**src/sv/pqdt_pkg.sv**
```systemverilog
package pqdt_pkg;

    localparam int CFG_W  = 16;
    localparam int IDX_W  = 3;
    localparam int PROD_W = 32;
    localparam int TIMER_W = 26;
    localparam int LEN_W  = 24;

    localparam int TICKS_PER_SECOND_DEF = 1000;
    localparam int PULSE_COUNT_BITS_DEF = 24;

    localparam logic [CFG_W-1:0]  MIN_PULSE_RESET = 16'd1900;
    localparam logic [PROD_W-1:0] TIMER_MAX       = 32'h03FF_FFFF;

    // register indexes on the configuration port
    localparam logic [IDX_W-1:0] REG_MIN_PULSE    = 3'd0;
    localparam logic [IDX_W-1:0] REG_DEBOUNCE     = 3'd1;
    localparam logic [IDX_W-1:0] REG_MAX_DEBOUNCE = 3'd2;
    localparam logic [IDX_W-1:0] REG_POWER_DELAY  = 3'd3;
    localparam logic [IDX_W-1:0] REG_POWER_ON     = 3'd4;

    typedef enum logic [2:0] {
        PH_IDLE  = 3'b001,
        PH_DELAY = 3'b010,
        PH_ON    = 3'b100
    } phase_t;

    // settings as the timers use them: seconds already scaled to ticks
    typedef struct packed {
        logic [CFG_W-1:0]   min_pulse;
        logic [TIMER_W-1:0] debounce_ticks;
        logic [TIMER_W-1:0] max_debounce_ticks;
        logic [TIMER_W-1:0] delay_ticks;
        logic [TIMER_W-1:0] on_ticks;
    } cfg_t;

    typedef struct packed {
        logic               debounce_waiting;
        logic               pulse_accepted;
        logic [LEN_W-1:0]   pulse_length;
        logic               pulse_done;
        logic               send_request;
        logic               output_level;
    } res_t;

endpackage

```
**src/sv/pqdt_cfg.sv**
```systemverilog
module pqdt_cfg
    import pqdt_pkg::*;
#(
    parameter int TICKS_PER_SECOND = TICKS_PER_SECOND_DEF
)
(
    input  logic             clk,
    input  logic             rst_n,
    input  logic             cfg_wr_en,
    input  logic [IDX_W-1:0] cfg_index,
    input  logic [CFG_W-1:0] cfg_wdata,
    output cfg_t             cfg
);

    logic [PROD_W-1:0]  prod;
    logic [TIMER_W-1:0] ticks;
    cfg_t               cfg_reg;

    // seconds to ticks, saturated to the timer width; the result is stored on a write
    assign prod  = PROD_W'(cfg_wdata) * PROD_W'(TICKS_PER_SECOND);
    assign ticks = (prod > TIMER_MAX) ? {TIMER_W{1'b1}} : prod[TIMER_W-1:0];

    always_ff @(posedge clk or negedge rst_n)
    begin
        if (!rst_n)
        begin
            cfg_reg.min_pulse          <= MIN_PULSE_RESET;
            cfg_reg.debounce_ticks     <= '0;
            cfg_reg.max_debounce_ticks <= '0;
            cfg_reg.delay_ticks        <= '0;
            cfg_reg.on_ticks           <= '0;
        end
        else if (cfg_wr_en)
        begin
            unique case (cfg_index)
                REG_MIN_PULSE:    cfg_reg.min_pulse          <= cfg_wdata;
                REG_DEBOUNCE:     cfg_reg.debounce_ticks     <= ticks;
                REG_MAX_DEBOUNCE: cfg_reg.max_debounce_ticks <= ticks;
                REG_POWER_DELAY:  cfg_reg.delay_ticks        <= ticks;
                REG_POWER_ON:     cfg_reg.on_ticks           <= ticks;
                default: ;
            endcase
        end
    end

    assign cfg = cfg_reg;

endmodule

```
**src/sv/pqdt_core.sv**
```systemverilog
module pqdt_core
    import pqdt_pkg::*;
#(
    parameter int PULSE_COUNT_BITS = PULSE_COUNT_BITS_DEF
)
(
    input  logic clk,
    input  logic rst_n,
    input  logic step,
    input  logic pin_level,
    input  cfg_t cfg,
    output res_t res
);

    localparam int CNT_W = PULSE_COUNT_BITS;
    localparam int CMP_W = (CNT_W > CFG_W) ? CNT_W : CFG_W;

    phase_t             phase_reg, phase_next;
    logic [TIMER_W-1:0] power_left_reg, power_left_next;
    logic               running_reg, running_next;
    logic [TIMER_W-1:0] db_left_reg, db_left_next;
    logic [TIMER_W-1:0] since_reg, since_next;
    logic [CNT_W-1:0]   cnt_reg, cnt_next;
    logic               pin_prev_reg;
    logic [LEN_W-1:0]   cnt_len;

    generate
        if (CNT_W > LEN_W)
        begin : g_len_sat
            assign cnt_len = (|cnt_reg[CNT_W-1:LEN_W]) ? {LEN_W{1'b1}}
                                                       : cnt_reg[LEN_W-1:0];
        end
        else
        begin : g_len_ext
            assign cnt_len = LEN_W'(cnt_reg);
        end
    endgenerate

    always_comb
    begin
        phase_next      = phase_reg;
        power_left_next = power_left_reg;
        running_next    = running_reg;
        db_left_next    = db_left_reg;
        since_next      = since_reg;
        cnt_next        = cnt_reg;
        res             = '0;

        // power sequence
        unique case (phase_reg)
            PH_DELAY:
            begin
                if (power_left_reg <= TIMER_W'(1))
                begin
                    phase_next      = PH_ON;
                    power_left_next = cfg.on_ticks;
                end
                else
                    power_left_next = power_left_reg - TIMER_W'(1);
            end
            PH_ON:
            begin
                if (power_left_reg <= TIMER_W'(1))
                begin
                    phase_next      = PH_IDLE;
                    power_left_next = '0;
                end
                else
                    power_left_next = power_left_reg - TIMER_W'(1);
            end
            default: phase_next = PH_IDLE;
        endcase

        // debounce wait
        if (running_reg)
        begin
            if (since_reg != {TIMER_W{1'b1}})
                since_next = since_reg + TIMER_W'(1);
            if (db_left_reg <= TIMER_W'(1))
            begin
                running_next     = 1'b0;
                db_left_next     = '0;
                phase_next       = PH_DELAY;
                power_left_next  = cfg.delay_ticks;
                res.send_request = 1'b1;
            end
            else
                db_left_next = db_left_reg - TIMER_W'(1);
        end

        // pulse timing; acts on the state left by the timers above
        if (pin_level)
        begin
            if (cnt_reg != {CNT_W{1'b1}})
                cnt_next = cnt_reg + CNT_W'(1);
        end
        else if (pin_prev_reg)
        begin
            res.pulse_done   = 1'b1;
            res.pulse_length = cnt_len;
            cnt_next         = '0;
            if ((CMP_W'(cnt_reg) > CMP_W'(cfg.min_pulse)) && (phase_next == PH_IDLE))
            begin
                res.pulse_accepted = 1'b1;
                if (running_next)
                begin
                    if (since_next > cfg.max_debounce_ticks)
                    begin
                        running_next     = 1'b0;
                        db_left_next     = '0;
                        phase_next       = PH_DELAY;
                        power_left_next  = cfg.delay_ticks;
                        res.send_request = 1'b1;
                    end
                    else
                        db_left_next = cfg.debounce_ticks;
                end
                else
                begin
                    since_next = '0;
                    if (cfg.debounce_ticks == '0)
                    begin
                        phase_next       = PH_DELAY;
                        power_left_next  = cfg.delay_ticks;
                        res.send_request = 1'b1;
                    end
                    else
                    begin
                        running_next = 1'b1;
                        db_left_next = cfg.debounce_ticks;
                    end
                end
            end
        end
        else
            cnt_next = '0;

        res.output_level     = (phase_next == PH_ON);
        res.debounce_waiting = running_next;
    end

    always_ff @(posedge clk or negedge rst_n)
    begin
        if (!rst_n)
        begin
            phase_reg      <= PH_IDLE;
            power_left_reg <= '0;
            running_reg    <= 1'b0;
            db_left_reg    <= '0;
            since_reg      <= '0;
            cnt_reg        <= '0;
            pin_prev_reg   <= 1'b0;
        end
        else if (step)
        begin
            phase_reg      <= phase_next;
            power_left_reg <= power_left_next;
            running_reg    <= running_next;
            db_left_reg    <= db_left_next;
            since_reg      <= since_next;
            cnt_reg        <= cnt_next;
            pin_prev_reg   <= pin_level;
        end
    end

endmodule

```
**src/sv/pulse_qualified_debounced_trigger_unit.sv**
```systemverilog
// Pulse qualified debounced trigger.
// Input stream: one beat per timer tick, s_axis_tdata[0] is the sensor pin level.
// Output stream: one beat per input beat with the output drive level, the send
// strobe, the end-of-pulse report with its length, the accepted flag and the
// debounce-wait flag.
// Configuration: cfg_wr_en/cfg_index/cfg_wdata write one 16-bit register per
// clock; timer settings are in seconds and scaled to ticks on the write.
// Each output beat is registered from its input beat. Throughput is one beat per
// cycle unless the receiver stalls: each tick's state update is a single pass of
// counters and compares, and the result sits in a one-beat output register.
// When the receiver stalls the output beat is held and the input is still taken
// in the same cycle the held beat leaves; otherwise s_axis_tready drops.
// Reset clears all timers and the pulse counter, sets the minimum pulse length
// to 1900 ticks and every other register to zero, and empties the output.
module pulse_qualified_debounced_trigger_unit
    import pqdt_pkg::*;
#(
    parameter int TICKS_PER_SECOND = TICKS_PER_SECOND_DEF,
    parameter int PULSE_COUNT_BITS = PULSE_COUNT_BITS_DEF
)
(
    input  logic             clk,
    input  logic             rst_n,
    input  logic             s_axis_tvalid,
    output logic             s_axis_tready,
    input  logic [7:0]       s_axis_tdata,   // [0] pin_level
    output logic             m_axis_tvalid,
    input  logic             m_axis_tready,
    output logic [31:0]      m_axis_tdata,   // [0] output_level, [1] send_request,
                                             // [2] pulse_done, [26:3] pulse_length,
                                             // [27] pulse_accepted, [28] debounce_waiting
    input  logic             cfg_wr_en,
    input  logic [IDX_W-1:0] cfg_index,
    input  logic [CFG_W-1:0] cfg_wdata
);

    cfg_t cfg;
    res_t res;
    res_t out_data_reg;
    logic out_valid_reg;
    logic step;

    assign s_axis_tready = !out_valid_reg || m_axis_tready;
    assign step          = s_axis_tvalid && s_axis_tready;

    pqdt_cfg #(
        .TICKS_PER_SECOND(TICKS_PER_SECOND)
    ) u_cfg (
        .clk      (clk),
        .rst_n    (rst_n),
        .cfg_wr_en(cfg_wr_en),
        .cfg_index(cfg_index),
        .cfg_wdata(cfg_wdata),
        .cfg      (cfg)
    );

    pqdt_core #(
        .PULSE_COUNT_BITS(PULSE_COUNT_BITS)
    ) u_core (
        .clk      (clk),
        .rst_n    (rst_n),
        .step     (step),
        .pin_level(s_axis_tdata[0]),
        .cfg      (cfg),
        .res      (res)
    );

    always_ff @(posedge clk or negedge rst_n)
    begin
        if (!rst_n)
            out_valid_reg <= 1'b0;
        else if (s_axis_tready)
            out_valid_reg <= s_axis_tvalid;
    end

    always_ff @(posedge clk)
    begin
        if (step)
            out_data_reg <= res;
    end

    assign m_axis_tvalid = out_valid_reg;
    assign m_axis_tdata  = 32'(out_data_reg);

endmodule

```
**config.mk**
```make
export PLATFORM = sky130hd
export DESIGN_NAME = pulse_qualified_debounced_trigger_unit
export DESIGN_NICKNAME = d
export VERILOG_FILES = /design/src/sv/pqdt_pkg.sv /design/src/sv/pqdt_cfg.sv /design/src/sv/pqdt_core.sv /design/src/sv/pulse_qualified_debounced_trigger_unit.sv
export SDC_FILE = /design/constraint.sdc
export NUM_CORES = 1
export LEC_CHECK = 0
export ABC_AREA = 1
export ABC_CLOCK_PERIOD_IN_PS = 4000
export BUFFER_PORTS_ARGS = -buffer_cell sky130_fd_sc_hd__buf_4
export CORE_MARGIN = 5
export CORE_UTILIZATION = 64
export DETAILED_ROUTE_END_ITERATION = 8
export PLACE_DENSITY_LB_ADDON = 0.12
export SLEW_MARGIN = 20
export SYNTH_ARGS = -nofsm -noshare
export SYNTH_HDL_FRONTEND = slang
export SYNTH_SLANG_ARGS = --single-unit
```
**constraint.sdc**
```tcl
create_clock -name clk -period 4 [get_ports clk]
set_input_delay 0.8 -clock clk [delete_from_list [all_inputs] [get_ports clk]]
set_output_delay 0.8 -clock clk [all_outputs]
set_load 0.05 [all_outputs]
```
==> summary.md <==
| Metric | Value |
|---|---|
| Antenna viol nets, final | 0 |
| Final count of hold timing violations | 0 |
| Synth unique cells | 57 |
| Largest delay share family, worst path | adder cells |
| Flop-to-flop setup slack | 0.16 ns |
| Sum Neg Setup Slack | -15.86 ns |
| DP HPWL | 37100 microns |
| Clock Tree Buf Depth | 3 |
| DIE WIDTH | 175 microns |
| WS Path Type | in2reg |
| Post-synthesis sequential area ratio | 36.1% |
| DRC | 0 |
| Status | finished, violations left |
| Synth area leader | dfrtp_1 |
| DR vias/cell | 6.07 |
| Area growth, synth to finish | 23.3% |
| Cell Count Post-Placement | 2761 |
| Yosys reg bits | 245 |
| Levels on crit path | 19 |
| Antenna violations before repair | 2 |
| Commonest non-fill, non-tap cell in the layout | nand2_1 |
| H-tree Lvls | 1 |
| CP Capture Type | flop |
| EDFF count, synth | 29 |
| Die height | 175 microns |
| Mean post-synth cell area | 7.63 sq um |
| First-pass GRT wire length | 84200 microns |
| Starting density of the core | 64.9% |
| Max reg flops | 108 |
| Wire per inst | 20.1 microns |
| Clock root buffer | clkbuf_16 |
| Gate Count Post-Synth | 2284 |
| VDD IR-drop max | 674 uV |
| Post-route cell area | 21500 sq um |
| Critical path cell sequence | buf_4, fa_1, fa_1, inv_2, fa_1, inv_2, fa_2, ha_4, inv_1, o21bai_4, a21boi_4, o21ai_4, a31oi_4, o21ai_4, nand3_2, nand2_2, nand2_4, nand3_1, nand2_1 |
| Clock sinks | 245 |
| Yosys warnings | 0 |
| Top cell type's share of synthesized area | 29.9% |
| Worst Path Required | 4.44 ns |
| Reg2reg end | u_core.power_left_reg[23] |
| Die footprint | 30600 sq um |
| Total wire length | 57100 microns |
| Mapped cell area | 17400 sq um |
| Critical-path top delay cell | fa_2 |
| Main synth FF type | dfrtp_1 |
| CP Buf/Inv Count | 4 |
| RSZ-0062 raised after global routing | yes |
| Worst Hold Class | in2async |
| Fin cells | 2845 |
| PortBufs | 55 |
| Via count | 17257 |
| Clk_skew | 0.0158 ns |
| Fmax | 0.223 GHz |
| Max-cap violations | 0 |
| CORE AREA | 26900 sq um |
| TritonCTS clock tree | yes |
| Final number of setup-violating endpoints | 64 |
| Largest net degree at the start of global routing | 115 |
| Crit path DAT | 4.92 ns |
| Total GRT Usage | 33.9% |
| IO Pins | 66 |
| Worst R2R Path Depth | 28 |
| Vias in the first global route | 16432 |
| Critical path launch point | cfg_wdata[0] |
| Critical path's largest stage delay | 0.62 ns |
| Top cells by area, synth | dfrtp_1 30%, nand2_1 11%, inv_1 7.2% |
| TritonRoute pass-1 iters | 5 |
| Clk Latency, worst-skew pair | 0.57 ns |
| Fraction of layout cells with a size suffix above 1 | 21.7% |
| Power per Cell Area | 823 nW/um^2 |
| Origin of the critical flop-to-flop path | u_core.since_reg[6] |
| Final min period | 4.48 ns |
| Dpl cell area | 19300 sq um |
| Slew Viols, Final | 0 |
| Slew margin rel. | 21.9% |
| DR iter-0 viols | 1963 |
| Final setup margin | -0.476 ns |
| CTS buffer count | 29 |
| CP Max Fanout | 4 |
| Grt ovf | 0 |
| Failing checks | setup timing |
| Routability cong. | 0.959 |
| Leak Pwr | 0.0103 uW |
| Most frequent cells in the layout | 482 x nand2_1, 307 x inv_1, 211 x buf_4 |
| CP dominant cell by count | fa_1 |
| Worst-Margin Slew | 1.17 ns |
| # rows | 60 |
| Worst-path clk slew | 0.07 ns |
| Tcrit/Tclk final | 112% |
| Synth async-reset ratio | 88.2% |
| Startpoint Class | primary input |
| Nets | 2664 |
| Worst setup path end | u_cfg.cfg[101] |
## timing repair
item                       in CTS  in global routing
gates resized for setup        73                157
pin swaps                      45                 70
hold buffers                    0                  0
cloned                          0                  3
buffers inserted               10                 16
setup endpoints to repair      94                118
hold endpoints to repair        0                  0
## cells by family (layout without fill, tap and decap cells)
| kind of cell | count (synthesis) | after routing | share of synthesized area, % |
|---|---|---|---|
| AO/OA/AOI/OAI | 359 | 359 | 11.0 |
| flip-flops | 245 | 245 | 36.1 |
| XOR/XNOR | 64 | 64 | 3.22 |
| buffers and inverters | 416 | 632 | 9.52 |
| AND/OR/NAND/NOR | 1047 | 1048 | 26.9 |
| other | 1 | 4 | 0.0215 |
| adder cells (fa/ha/maj) | 152 | 152 | 13.2 |
## worst min-delay path by stage
| stage | start | end |
|---|---|---|
| after floorplan | u_cfg.cfg[75] | u_cfg.cfg[75] |
| after global placement | u_core.phase_reg[0] | u_core.phase_reg[0] |
| after detailed placement | u_cfg.cfg[8] | u_cfg.cfg[8] |
| after CTS | rst_n | u_core.power_left_reg[2] |
| after global routing | rst_n | u_core.power_left_reg[4] |
| final | rst_n | u_core.power_left_reg[4] |
## layer usage
metal  GRT usage [%]  vias up  part of all wire [%]
met5               0        -                     0
met4            13.7        0                   6.0
met3            6.45      249                   9.2
met2            54.9      971                    47
met1            45.3     8217                    38
li1                -     7820                     -
## cell type report
type / count / area [sq um]
clock inverters: 21 / 290
repair buffers: 237 / 1970
inverters: 341 / 1310
diodes: 1 / 2.50
fillers: 1781 / 5390
multi-input cells: 1626 / 10400
clock buffers: 33 / 761
well taps: 341 / 427
flip-flops and latches: 245 / 6290
## power by group
group	total [uW]	switching, uW	internal, uW
clock	2960	1150	1820
combinational	10700	6390	4300
sequential	4040	743	3300
total	17700	8280	9410
## per-stage QoR
stage	power [uW]	hold WS [ns]	worst slack, ns	util, %
6_report	17700	0.241	-0.476	80.0
5_1_grt	18600	0.308	-0.490	79.9
4_1_cts	15900	0.259	-0.144	77.1
3_5_place_dp	12300	0.469	-0.839	71.8
3_3_place_gp	12000	0.467	-0.714	71.8
2_1_floorplan	8980	0.449	-0.406	-
## synthesized netlist by cell type (3+ instances only)
| cell | count |
|---|---|
| nand2_1 | 512 |
| inv_1 | 332 |
| dfrtp_1 | 208 |
| nor2_1 | 197 |
| o21ai_0 | 192 |
| nand3_1 | 160 |
| a21oi_1 | 106 |
| ha_1 | 98 |
| xor2_1 | 58 |
| fa_1 | 54 |
| clkbuf_1 | 47 |
| nor3_1 | 45 |
| nand4_1 | 40 |
| edfxtp_1 | 29 |
| o22ai_1 | 20 |
| nor4_1 | 15 |
| nor2_2 | 14 |
| nand2_2 | 13 |
| buf_4 | 11 |
| nand3_2 | 11 |
| or2_2 | 10 |
| a31oi_1 | 9 |
| dfstp_2 | 8 |
| o211ai_1 | 8 |
| buf_2 | 7 |
| inv_2 | 7 |
| nor2_4 | 7 |
| nand2_4 | 6 |
| nand3b_1 | 6 |
| xnor2_1 | 6 |
| buf_1 | 5 |
| a211oi_1 | 4 |
| o21ai_1 | 4 |
| a21boi_0 | 3 |
| buf_6 | 3 |
| nor3b_1 | 3 |
No activity file was read; power rests on OpenSTA's default activity.
